## config.mk

```make
export PLATFORM = sky130hd
export DESIGN_NAME = direct_fir_convolution
export DESIGN_NICKNAME = d
export VERILOG_FILES = /design/src/hdl/dfc_pkg.sv /design/src/hdl/dfc_tap_mem.sv /design/src/hdl/dfc_delay_mem.sv /design/src/hdl/dfc_mac.sv /design/src/hdl/direct_fir_convolution.sv
export SDC_FILE = /design/constraint.sdc
export NUM_CORES = 2
export LEC_CHECK = 0
export ABC_AREA = 1
export BUFFER_PORTS_ARGS = -buffer_cell sky130_fd_sc_hd__buf_2
export CORE_AREA = 2 2 309 616
export DETAILED_ROUTE_END_ITERATION = 16
export DIE_AREA = 0 0 311 618
export PLACE_DENSITY = 0.77
export SYNTH_ARGS = -nofsm -noshare
export SYNTH_HDL_FRONTEND = slang
export SYNTH_SLANG_ARGS = --single-unit
```

## constraint.sdc

```tcl
create_clock -name clk -period 13.5 [get_ports clk]
set_input_delay 1.35 -clock clk [delete_from_list [all_inputs] [get_ports clk]]
set_output_delay 1.35 -clock clk [all_outputs]
set_load 0.01 [all_outputs]
```

## src/hdl/dfc_pkg.sv

```systemverilog
// ----------------------------------------------------------------------------
// dfc_pkg
// Shared types and constants for the direct-form FIR convolution block.
// ----------------------------------------------------------------------------
package dfc_pkg;

  // Transaction kinds carried on in_tuser.
  localparam logic OP_SAMPLE = 1'b0;
  localparam logic OP_LOAD   = 1'b1;

  // Fixed field widths of the interface.
  localparam int TAP_IDX_W = 6;
  localparam int TAP_CNT_W = 7;

  // Tap count after reset.
  localparam logic [TAP_CNT_W-1:0] TAP_CNT_RST = 7'd64;

  // Control from the sequencer to the multiply-accumulate unit.
  typedef struct packed {
    logic clr;     // clear the accumulator
    logic mul_en;  // memory read data is valid, form the product
    logic acc_en;  // product is valid, add it to the accumulator
  } mac_ctl_t;

endpackage

```

## src/hdl/dfc_tap_mem.sv

```systemverilog
// ----------------------------------------------------------------------------
// dfc_tap_mem
// Coefficient memory: one write port, one read port with registered data.
// ----------------------------------------------------------------------------
module dfc_tap_mem #(
  parameter int DEPTH = 64,
  parameter int DW    = 16,
  parameter int AW    = 6
) (
  input  logic          clk,
  input  logic          wr_en,
  input  logic [AW-1:0] wr_addr,
  input  logic [DW-1:0] wr_data,
  input  logic [AW-1:0] rd_addr,
  output logic [DW-1:0] rd_data
);

  logic [DW-1:0] mem [DEPTH];
  logic [DW-1:0] rd_data_r;

  always_ff @(posedge clk) begin
    if (wr_en) begin
      mem[wr_addr] <= wr_data;
    end
    rd_data_r <= mem[rd_addr];
  end

  assign rd_data = rd_data_r;

endmodule

```

## src/hdl/dfc_delay_mem.sv

```systemverilog
// ----------------------------------------------------------------------------
// dfc_delay_mem
// Circular sample memory with one valid bit per entry. An entry that is not
// valid reads as zero, so reset and the end-of-sequence clear only reset the valid bits.
// ----------------------------------------------------------------------------
module dfc_delay_mem #(
  parameter int DEPTH = 64,
  parameter int DW    = 16,
  parameter int AW    = 6
) (
  input  logic          clk,
  input  logic          rst_n,
  input  logic          wr_en,
  input  logic          wr_zero,
  input  logic [AW-1:0] wr_addr,
  input  logic [DW-1:0] wr_data,
  input  logic          clr_all,
  input  logic [AW-1:0] rd_addr,
  output logic [DW-1:0] rd_data
);

  logic [DW-1:0]    mem [DEPTH];
  logic [DEPTH-1:0] vld_r;
  logic [DW-1:0]    rd_data_r;
  logic             rd_vld_r;

  always_ff @(posedge clk) begin
    if (!rst_n || clr_all) begin
      vld_r    <= '0;
      rd_vld_r <= 1'b0;
    end else begin
      if (wr_en) begin
        vld_r[wr_addr] <= !wr_zero;
      end
      rd_vld_r <= vld_r[rd_addr];
    end
  end

  always_ff @(posedge clk) begin
    if (wr_en && !wr_zero) begin
      mem[wr_addr] <= wr_data;
    end
    rd_data_r <= mem[rd_addr];
  end

  assign rd_data = rd_vld_r ? rd_data_r : '0;

endmodule

```

## src/hdl/dfc_mac.sv

```systemverilog
// ----------------------------------------------------------------------------
// dfc_mac
// Shared multiply-accumulate unit with rounding and saturation of the sum.
// ----------------------------------------------------------------------------
module dfc_mac
  import dfc_pkg::*;
#(
  parameter int MAX_TAPS    = 64,
  parameter int SAMPLE_BITS = 16
) (
  input  logic                          clk,
  input  mac_ctl_t                      ctl,
  input  logic signed [SAMPLE_BITS-1:0] smp,
  input  logic signed [SAMPLE_BITS-1:0] coef,
  output logic signed [SAMPLE_BITS-1:0] y,
  output logic                          sat
);

  localparam int SB    = SAMPLE_BITS;
  localparam int FRAC  = SB - 1;
  localparam int PW    = 2 * SB;
  localparam int NAT_W = PW + $clog2(MAX_TAPS);
  localparam bit CLAMP = NAT_W > 63;
  localparam int ACC_W = CLAMP ? 64 : NAT_W;

  localparam logic signed [ACC_W:0] RND  = (ACC_W+1)'(64'sd1 <<< (FRAC - 1));
  localparam logic signed [ACC_W:0] SMAX = (ACC_W+1)'((64'sd1 <<< (SB - 1)) - 64'sd1);
  localparam logic signed [ACC_W:0] SMIN = (ACC_W+1)'(-(64'sd1 <<< (SB - 1)));

  logic signed [PW-1:0]    prod_r;
  logic signed [ACC_W-1:0] acc_r;
  logic signed [ACC_W-1:0] acc_nxt;
  logic signed [ACC_W:0]   sum;
  logic signed [ACC_W:0]   rsum;
  logic signed [ACC_W:0]   shifted;

  assign sum = (ACC_W+1)'(acc_r) + (ACC_W+1)'(prod_r);

  generate
    if (CLAMP) begin : g_clamp
      // Very wide samples: the running sum is held to +-2^62 after each step.
      localparam logic signed [ACC_W:0] LIM = (ACC_W+1)'(64'sd1 <<< 62);
      always_comb begin
        if (sum > LIM) begin
          acc_nxt = ACC_W'(LIM);
        end else if (sum < -LIM) begin
          acc_nxt = ACC_W'(-LIM);
        end else begin
          acc_nxt = ACC_W'(sum);
        end
      end
    end else begin : g_plain
      assign acc_nxt = ACC_W'(sum);
    end
  endgenerate

  always_ff @(posedge clk) begin
    if (ctl.mul_en) begin
      prod_r <= smp * coef;
    end
    if (ctl.clr) begin
      acc_r <= '0;
    end else if (ctl.acc_en) begin
      acc_r <= acc_nxt;
    end
  end

  // Round half up, floor shift, then clip to the sample range.
  assign rsum    = (ACC_W+1)'(acc_r) + RND;
  assign shifted = rsum >>> FRAC;

  always_comb begin
    if (shifted > SMAX) begin
      y   = SB'(SMAX);
      sat = 1'b1;
    end else if (shifted < SMIN) begin
      y   = SB'(SMIN);
      sat = 1'b1;
    end else begin
      y   = SB'(shifted);
      sat = 1'b0;
    end
  end

endmodule

```

## src/hdl/direct_fir_convolution.sv

```systemverilog
// ----------------------------------------------------------------------------
// direct_fir_convolution
// Direct-form FIR convolution of a sample stream with a loaded impulse response.
// ----------------------------------------------------------------------------
// A sample transaction walks its taps in RUN and then waits in RND for the
// output register; a load transaction completes in its acceptance cycle.
// A new sample is not taken until the last one is through, as the single shared
// multiply-accumulate walks the delay and tap memories one tap per cycle;
// loads go at one per cycle. A held result register stalls the next result.
// A sample marked last yields one result per tap in use, each in turn.
// Reset clears control state, zeroes the delay line and sets tap_count to 64.
// ----------------------------------------------------------------------------
module direct_fir_convolution
  import dfc_pkg::*;
#(
  parameter int MAX_TAPS    = 64,
  parameter int SAMPLE_BITS = 16
) (
  input  logic clk,
  input  logic rst_n,

  // Configuration: tap_count, written whenever cfg_we is high.
  input  logic                 cfg_we,
  input  logic [TAP_CNT_W-1:0] cfg_wdata,

  // Input channel.
  input  logic                                              in_tvalid,
  output logic                                              in_tready,
  // in_tdata: sample_value [SAMPLE_BITS-1:0], tap_index [SAMPLE_BITS+5:SAMPLE_BITS]
  input  logic [((SAMPLE_BITS + TAP_IDX_W + 7) / 8) * 8-1:0] in_tdata,
  // in_tuser: op (OP_SAMPLE or OP_LOAD)
  input  logic                                              in_tuser,
  // in_tlast: last_sample
  input  logic                                              in_tlast,

  // Result channel.
  output logic                                   out_tvalid,
  input  logic                                   out_tready,
  // out_tdata: filtered_sample [SAMPLE_BITS-1:0]
  output logic [((SAMPLE_BITS + 7) / 8) * 8-1:0] out_tdata,
  // out_tuser: saturated
  output logic                                   out_tuser,
  // out_tlast: last_output
  output logic                                   out_tlast
);

  localparam int SB    = SAMPLE_BITS;
  localparam int OUT_W = ((SB + 7) / 8) * 8;
  localparam int AW    = (MAX_TAPS > 1) ? $clog2(MAX_TAPS) : 1;
  localparam int CNT_W = $clog2(MAX_TAPS + 2);

  typedef enum logic [1:0] {
    IDLE,  // waiting for a transaction
    RUN,   // walking the taps through the multiply-accumulate
    RND    // rounded result ready, waiting for the output register
  } state_t;

  // Accepted fields.
  logic signed [SB-1:0]   in_sample;
  logic [TAP_IDX_W-1:0]   in_tap_idx;
  assign in_sample  = in_tdata[SB-1:0];
  assign in_tap_idx = in_tdata[SB+TAP_IDX_W-1:SB];

  state_t               state_r;
  logic [TAP_CNT_W-1:0] tap_count_r;
  logic [AW-1:0]        head_r;     // delay-line slot of the newest sample
  logic [CNT_W-1:0]     cnt_r;      // tap walk counter within RUN
  logic [CNT_W-1:0]     k_r;        // results given for the current transaction
  logic [CNT_W-1:0]     t_r;        // taps in use, latched at acceptance
  logic                 last_r;     // current transaction flushes the tail
  logic                 v1_r;       // memory read data valid this cycle
  logic                 v2_r;       // product valid this cycle
  logic                 out_valid_r;
  logic [OUT_W-1:0]     out_data_r;
  logic                 out_sat_r;
  logic                 out_last_r;

  logic                  accept;
  logic                  issue;
  logic                  fin;
  logic                  can_load;
  logic [AW-1:0]         head_dec;
  logic [AW:0]           rd_sum;
  logic [AW-1:0]         dly_rd_addr;
  logic [AW-1:0]         walk_idx;
  logic [CNT_W-1:0]      taps_use;
  logic                  dly_we;
  logic                  dly_zero;
  logic                  dly_clr;
  logic                  tap_we;
  logic signed [SB-1:0]  dly_rd_data;
  logic signed [SB-1:0]  tap_rd_data;
  logic signed [SB-1:0]  mac_y;
  logic                  mac_sat;
  mac_ctl_t              mac_ctl;

  assign in_tready = (state_r == IDLE);
  assign accept    = in_tvalid && in_tready;

  // The configured count, with zero read as one and large values capped.
  always_comb begin
    if (tap_count_r == '0) begin
      taps_use = CNT_W'(1);
    end else if (tap_count_r > TAP_CNT_W'(MAX_TAPS)) begin
      taps_use = CNT_W'(MAX_TAPS);
    end else begin
      taps_use = CNT_W'(tap_count_r);
    end
  end

  // The delay line is a ring: a new sample goes one slot below the head, and
  // tap i lives at head + i modulo the depth.
  assign head_dec    = (head_r == '0) ? AW'(MAX_TAPS - 1) : head_r - AW'(1);
  assign walk_idx    = cnt_r[AW-1:0];
  assign rd_sum      = {1'b0, head_r} + {1'b0, walk_idx};
  assign dly_rd_addr = (rd_sum >= (AW+1)'(MAX_TAPS)) ? AW'(rd_sum - (AW+1)'(MAX_TAPS))
                                                      : rd_sum[AW-1:0];

  assign issue    = (state_r == RUN) && (cnt_r < t_r);
  assign fin      = !last_r || (k_r == t_r - CNT_W'(1));
  assign can_load = !out_valid_r || out_tready;

  // Memory writes happen only outside RUN, so a write never overlaps the
  // reads of the tap walk and no forwarding is needed.
  always_comb begin
    dly_we   = 1'b0;
    dly_zero = 1'b0;
    dly_clr  = 1'b0;
    tap_we   = 1'b0;
    case (state_r)
      IDLE: begin
        if (accept && in_tuser == OP_SAMPLE) begin
          dly_we = 1'b1;
        end
        if (accept && in_tuser == OP_LOAD &&
            {1'b0, in_tap_idx} < (TAP_IDX_W+1)'(MAX_TAPS)) begin
          tap_we = 1'b1;
        end
      end
      RND: begin
        if (can_load && fin) begin
          dly_clr = last_r;
        end else if (can_load) begin
          dly_we   = 1'b1;
          dly_zero = 1'b1;
        end
      end
      default: begin
      end
    endcase
  end

  assign mac_ctl.clr    = (state_r == RUN) && (cnt_r == '0);
  assign mac_ctl.mul_en = v1_r;
  assign mac_ctl.acc_en = v2_r;

  always_ff @(posedge clk) begin
    if (!rst_n) begin
      state_r     <= IDLE;
      tap_count_r <= TAP_CNT_RST;
      head_r      <= '0;
      cnt_r       <= '0;
      k_r         <= '0;
      t_r         <= '0;
      last_r      <= 1'b0;
      v1_r        <= 1'b0;
      v2_r        <= 1'b0;
      out_valid_r <= 1'b0;
      out_data_r  <= '0;
      out_sat_r   <= 1'b0;
      out_last_r  <= 1'b0;
    end else begin
      if (cfg_we) begin
        tap_count_r <= cfg_wdata;
      end
      // A new result loads the register; otherwise an accepted one empties it.
      if (state_r == RND && can_load) begin
        out_valid_r <= 1'b1;
      end else if (out_valid_r && out_tready) begin
        out_valid_r <= 1'b0;
      end
      v1_r <= issue;
      v2_r <= v1_r;
      case (state_r)
        IDLE: begin
          if (accept && in_tuser == OP_SAMPLE) begin
            head_r  <= head_dec;
            t_r     <= taps_use;
            last_r  <= in_tlast;
            k_r     <= '0;
            cnt_r   <= '0;
            state_r <= RUN;
          end
        end
        RUN: begin
          // The last product passes the memory read register and the product register before the accumulator takes it.
          if (cnt_r == t_r + CNT_W'(1)) begin
            state_r <= RND;
          end else begin
            cnt_r <= cnt_r + CNT_W'(1);
          end
        end
        RND: begin
          if (can_load) begin
            out_data_r  <= OUT_W'($unsigned(mac_y));
            out_sat_r   <= mac_sat;
            out_last_r  <= last_r && fin;
            if (fin) begin
              state_r <= IDLE;
            end else begin
              // Tail flush: shift a zero in and compute the next output.
              head_r  <= head_dec;
              k_r     <= k_r + CNT_W'(1);
              cnt_r   <= '0;
              state_r <= RUN;
            end
          end
        end
        default: begin
          state_r <= IDLE;
        end
      endcase
    end
  end

  dfc_delay_mem #(
    .DEPTH (MAX_TAPS),
    .DW    (SB),
    .AW    (AW)
  ) u_dly (
    .clk     (clk),
    .rst_n   (rst_n),
    .wr_en   (dly_we),
    .wr_zero (dly_zero),
    .wr_addr (head_dec),
    .wr_data (in_sample),
    .clr_all (dly_clr),
    .rd_addr (dly_rd_addr),
    .rd_data (dly_rd_data)
  );

  dfc_tap_mem #(
    .DEPTH (MAX_TAPS),
    .DW    (SB),
    .AW    (AW)
  ) u_tap (
    .clk     (clk),
    .wr_en   (tap_we),
    .wr_addr (in_tap_idx[AW-1:0]),
    .wr_data (in_sample),
    .rd_addr (walk_idx),
    .rd_data (tap_rd_data)
  );

  dfc_mac #(
    .MAX_TAPS    (MAX_TAPS),
    .SAMPLE_BITS (SB)
  ) u_mac (
    .clk  (clk),
    .ctl  (mac_ctl),
    .smp  (dly_rd_data),
    .coef (tap_rd_data),
    .y    (mac_y),
    .sat  (mac_sat)
  );

  assign out_tvalid = out_valid_r;
  assign out_tdata  = out_data_r;
  assign out_tuser  = out_sat_r;
  assign out_tlast  = out_last_r;

  // The delay memory is never written while the tap walk reads it.
  a_no_write_in_walk: assert property (@(posedge clk) disable iff (!rst_n)
    (state_r == RUN) |-> !dly_we && !dly_clr)
    else $error("delay memory written during tap walk");

  // Products only reach the accumulator while the walk is running.
  a_acc_in_run: assert property (@(posedge clk) disable iff (!rst_n)
    v2_r |-> (state_r == RUN) && !mac_ctl.clr)
    else $error("accumulate outside tap walk");

  // A transaction never gives more results than the taps in use.
  a_result_count: assert property (@(posedge clk) disable iff (!rst_n)
    (state_r != IDLE) |-> (k_r < t_r) && (t_r != '0))
    else $error("result count out of range");

  // A flagged final result comes only from a flushing transaction.
  a_last_from_flush: assert property (@(posedge clk) disable iff (!rst_n)
    (state_r == RND && can_load && last_r == 1'b0) |=> !out_tlast)
    else $error("last flag on a plain sample result");

endmodule
```

* Yosys cells after proc, flatten, opt, wreduce, memory -nomap -nowiden
Memory sizes are Yosys's and may differ from the RTL's. A register that Yosys moved wholly into a read port is not among the register bits.
Cells that the tools add are included.
** Storage, ports and cells
- Logic and storage cells :: 123
- Register bits after elaboration :: 193
- Memories :: 2
- Memory bits (read-only) :: 0
- Bits of input ports :: 38
- Memory bits (writable) :: 2048
- Latch bits :: 0
** Cells by class
- Add/sub/neg operators :: 9
- Reductions and logical operators :: 30
- Order comparisons :: 8
- Div/mod/pow operators :: 0
- Multipliers :: 1
- Bitwise logic cells :: 1
- Muxes and demuxes :: 46
- Shifts and indexed selects :: 0
- Equality and inequality tests :: 9
** Memories
- u_dly.mem :: words 64, width 16, read ports 1, clocked after memory_dff 1, write ports 1, RTL line dfc_delay_mem.sv:22 : logic [DW-1:0] mem [DEPTH];
- u_tap.mem :: words 64, width 16, read ports 1, clocked after memory_dff 1, write ports 1, RTL line dfc_tap_mem.sv:18 : logic [DW-1:0] mem [DEPTH];
** Operator list (count)
- bitwise mux 64 bit :: 1
- 2-to-1 mux 7 bit :: 8
- 2-to-1 mux 16 bit :: 3
- adder 38 x 16 -> 39 bit, second input constant :: 1
- adder 38 x 32 -> 38 bit :: 1
- multiplier 16 x 16 -> 32 bit :: 1
- 2-to-1 mux 6 bit :: 5
- greater-than comparator 24 x 16 -> 1 bit, second input constant :: 1
- less-than comparator 24 x 16 -> 1 bit, second input constant :: 1
- adder 7 x 1 -> 7 bit, second input constant :: 3
- one-hot mux 7 bit (3 select lines) :: 1
- 2-to-1 mux 1 bit :: 19
- == test 7 bit :: 2
- logical NOT 7 bit :: 2
- less-than comparator 6 x 7 -> 1 bit, second input constant :: 2
- one-hot mux 7 bit (2 select lines) :: 1
- one-hot mux 6 bit (2 select lines) :: 1
- subtractor 6 x 1 -> 6 bit, second input constant :: 2
- logical AND 1 bit :: 11
- adder 6 x 6 -> 7 bit :: 1
- >= comparator 7 bit, second input constant :: 1
- greater-than comparator 7 bit, second input constant :: 1
- less-than comparator 7 bit :: 1
- subtractor 7 x 1 -> 7 bit, second input constant :: 1
- other kinds (21) :: 33

* Longest topological paths before layout
- Depth after elaboration :: 10
- Mapped depth :: 26
- Depth with buffers taken out :: 24

* By module
From an unflattened synthesis, not the netlist that was laid out.
** Unflattened totals
- Cell total of the unflattened synthesis :: 10232
- Area total of the unflattened synthesis :: 106852.5 um2
** By module, submodules not included
- dfc_delay_mem :: area an instance 45053.2 um2, instances 1, cells an instance 3946, seq. area each 32371.0 um2
- dfc_tap_mem :: area an instance 42099.1 um2, instances 1, cells an instance 3517, seq. area each 31069.8 um2
- dfc_mac :: area an instance 16154.2 um2, instances 1, cells an instance 2251, seq. area each 1721.7 um2
- direct_fir_convolution :: area an instance 3545.9 um2, instances 1, cells an instance 518, seq. area each 1161.1 um2

* Worst setup path after synthesis
No wires, ideal clock.
- Path type :: flip-flop to flip-flop
- Start :: reg u_dly.rd_vld_r
- End :: reg u_mac.prod_r[31] (data pin)
- Clock period less this slack :: 6.047 ns
- Buffers on the path :: 2
- Cell stages (with the launch flop) :: 21
- Slack :: 7.453 ns
- Arrival time :: 5.782 ns
- Setup time :: 0.265 ns
- Cells stage by stage :: dfxtp_1 clkbuf_1 nand2_1 clkbuf_1 nor2_1 fa_1 fa_1 fa_1 fa_1 fa_1 inv_1 fa_1 inv_1 ha_1 a21oi_1 o21ai_0 a21oi_1 nand3_1 a21boi_0 o21ai_0 xor2_1
** Between the ends
- Cells in the longest elaborated chain, start to end :: 2
** RTL lines
- start: declaration :: RTL line dfc_delay_mem.sv:25 : logic rd_vld_r;
- start signal: assignment :: RTL line dfc_delay_mem.sv:35 : rd_vld_r <= vld_r[rd_addr];
- 2-to-1 mux 16 bit :: RTL line dfc_delay_mem.sv:46 : assign rd_data = rd_vld_r ? rd_data_r : '0;
- multiplier 16 x 16 -> 32 bit :: RTL line dfc_mac.sv:59 : prod_r <= smp * coef;
- end signal: assignment :: RTL line dfc_mac.sv:59
- end: declaration :: RTL line dfc_mac.sv:30 : logic signed [PW-1:0] prod_r;
Every way passes these cells.
A chain may end at the register's enable or synchronous reset.

* Worst setup path after layout
Same ends and word-level chain as after synthesis.

==> reports/results.ini <==
[timing]
setup_slack_ns=5.93
fin_setup_tns_ns=0
setup_viol=0
max_slew_margin_pct=-0.310
rsz0062_at_grt=no
worst_pin_slew_ns=1.49
fmax_mhz=132
min_period_ns=7.57
finalHoldViolCount=0
finClkSkew_ns=0.122
slew_violations=1
fin_crit_sh_pct=56.0

[status]
outcome=complete, but fails checks
violations=capacitance limit, slew limit

[floorplanning]
top_level_ports=58
rows=225
fp.dieW_um=311
core_um2=187000
dieHeight_um=618
die_area_um2=192000
start_util_pct=54.7

[power]
irDropWorstVdd_v=0.000166
fin_total_pwr_mw=18.0
leakagePower_nw=39.1
powerDensity_nw_per_um2=162

[synthesis]
ys.warnings.count=0
ys_async_sr_fraction_pct=0
synthFlopType=edfxtp_1
synth-seq-cells=2273
yosys-top-cells-area=edfxtp_1 (61%), o21ai_0 (5.8%), nor2_1 (5.8%)
synth_cell_type_count=55
synth_cells=8941
synth.most_common_cell=edfxtp_1
synth-edff-count=2080
ys_top_cells_by_count=edfxtp_1 (2080), nor2_1 (1580), o21ai_0 (1197)
synth_area_um2=103000
syn_nets=9381
synth_top_cell_by_area=edfxtp_1
seq_area_frac_synth_pct=64.7
synth_top_area_share_pct=60.9
syn_area_per_cell_um2=11.5

[hold_path]
hp-class=reg -> reg
hold_path_depth=2
hold_start=u_dly.vld_r[38]

[clock_tree]
clock-root-buffer=clkbuf_16
post-cts-setup-buffer-count=0
h-tree-depth=4
ctsLongestPathBuffers=4
clk_latency_ns=0.87
clock-sinks=2273
cts_tree=yes
cts_buffers=187
post_cts_resized=0
postCtsHoldBufs=0
clk_pin_slew_ns=0.07

[layout]
multi_input_area_um2=31800
nets=9264
finish.cell_count_without_fillers=11500
fillers=14400
seq_area_um2=66300
drive_gt1_share_pct=5.90
area_growth_pct=8.53

[critical_path]
crit_type=reg -> reg
crit_fanout=16
crit_cells=18
r2r_slack_ns=5.93
rr_startpoint=u_dly.rd_vld_r
critPathLaunchType=flip-flop
path_cells=nand2_1 -> nor2_1 -> fa_1 -> fa_1 -> fa_1 -> fa_1 -> fa_1 -> inv_1 -> fa_1 -> inv_1 -> ha_1 -> a21oi_1 -> o21ai_0 -> a21oi_1 -> nand3_1 -> a21boi_0 -> o21ai_0 -> xor2_1
r2r_cells=18
slowest_delay_ns=0.96
cp_num_buf_inv=2
critPathLaunch=u_dly.rd_vld_r
cpMostUsedCell=fa_1
crit_family=adder cells
crit_required_ns=13.99
slowest_stage=fa_1
end_kind=flip-flop
arrival_ns=8.06

[route]
firstDrtPassIters=8
wl_per_cell_um=25.3
wirelength_mm=291
drc=0
avgViaCountPerCell=6.21
drtIter0Drc=8045
num_vias=71200
drtAntennaViolNets=0

[placement]
gp_congestion=0.974
dpl.hpwl_mm=181
portBuffers=55
dp_cells=11100
dp_slack_ns=6.08

[grt]
overflow=0
first_global_vias=71700
track_usage_pct=29.7
antenna_found_initial=6
grt_pass1_wl_mm=430
grt_max_degree=236

[run]
cap_violations=1

==> final cells by class <==
type / instances / area share (%)
diodes: 6 / 0.0135
inverters: 620 / 2.12
multi-input cells: 5533 / 28.6
clock inverters: 113 / 1.08
clock buffers: 223 / 4.38
flip-flops and latches: 2273 / 59.6
repair buffers: 209 / 1.37
well taps: 2497 / 2.81
==> metrics by stage <==
stage               utilization, %  hold slack, ns  cell area, um2
global placement              56.1           0.443          105000
CTS                           59.3           0.460          111000
detailed placement            56.1           0.449          105000
global route                  59.3           0.478          111000
floorplan                        -           0.436          103000
finish                        59.3           0.461          111000
==> metal layers <==
layer  GRT usage [%]  share of wire (%)
met4            25.7                9.8
met2            52.0                 51
met1            31.5                 32
met5               0                  0
met3            4.00                7.4
==> report_power, final <==
| part | internal (mW) | total [mW] | switching (mW) |
|---|---|---|---|
| clock | 3.03 | 5.50 | 2.48 |
| combinational | 1.45 | 4.51 | 3.06 |
| sequential | 7.87 | 7.96 | 0.0942 |
| total | 12.3 | 18.0 | 5.63 |
==> tightest hold or removal path: cells and delay by family, from the launching register on <==
family | cells | cell delay (ns)
DFF | 1 | 0.31
AOI/OAI and AO/OA | 1 | 0.05
and+or+nand+nor | 1 | 0.06
==> cell usage in the layout, fill, tap and decap left out, types with 7 or more instances in the layout <==
cell type and instances:
edfxtp_1 2080, nor2_1 1576, o21ai_0 1197, nand2_1 883
inv_1 596, o22ai_1 301, a21oi_1 285, nand3_1 279
fa_1 264, o221ai_1 210, dfxtp_1 190, clkbuf_16 188
buf_4 166, ha_1 136, nand4_1 74, xor2_1 55
o211ai_1 54, clkinv_1 47, buf_2 39, o31ai_1 32
clkinv_2 32, clkbuf_1 31, xnor2_1 30, nor3_1 25
a31oi_1 24, bufinv_16 23, mux2i_1 16, o21bai_1 10
or2_2 10, inv_2 9, clkinvlp_4 8, a21o_1 7
==> registers in the layout, summed over array words and instances (netlist names) <==
name,cells
u_tap.rd_data,16
cnt_r,7
out_tdata,16
k_r,7
t_r,7
u_dly.vld_r,64
u_dly.mem,1024
u_dly.rd_vld_r,1
head_r,6
state_r,2
u_tap.mem,1024
tap_count_r,7
v1_r,1
u_mac.prod_r,32
u_mac.acc_r,38
out_tvalid,1
v2_r,1
u_dly.rd_data_r,16
last_r,1
out_tuser,1
out_tlast,1
==> kinds of logic after synthesis <==
family / count (synthesis) / synth area share (%)
buf+inv: 1135 / 4.33
xor+xnor: 88 / 0.759
mux: 16 / 0.156
flops: 2273 / 64.7
fa+ha+maj: 402 / 6.85
compound gates: 2151 / 12.0
simple gates: 2876 / 11.2
==> worst paths after layout <==
path / end
hold / removal: u_dly.vld_r[38]
setup / recovery: u_mac.prod_r[31]
hold reg to reg: u_dly.vld_r[38]
setup reg to reg: u_mac.prod_r[31]
No activity file was read; power rests on OpenSTA's default activity.
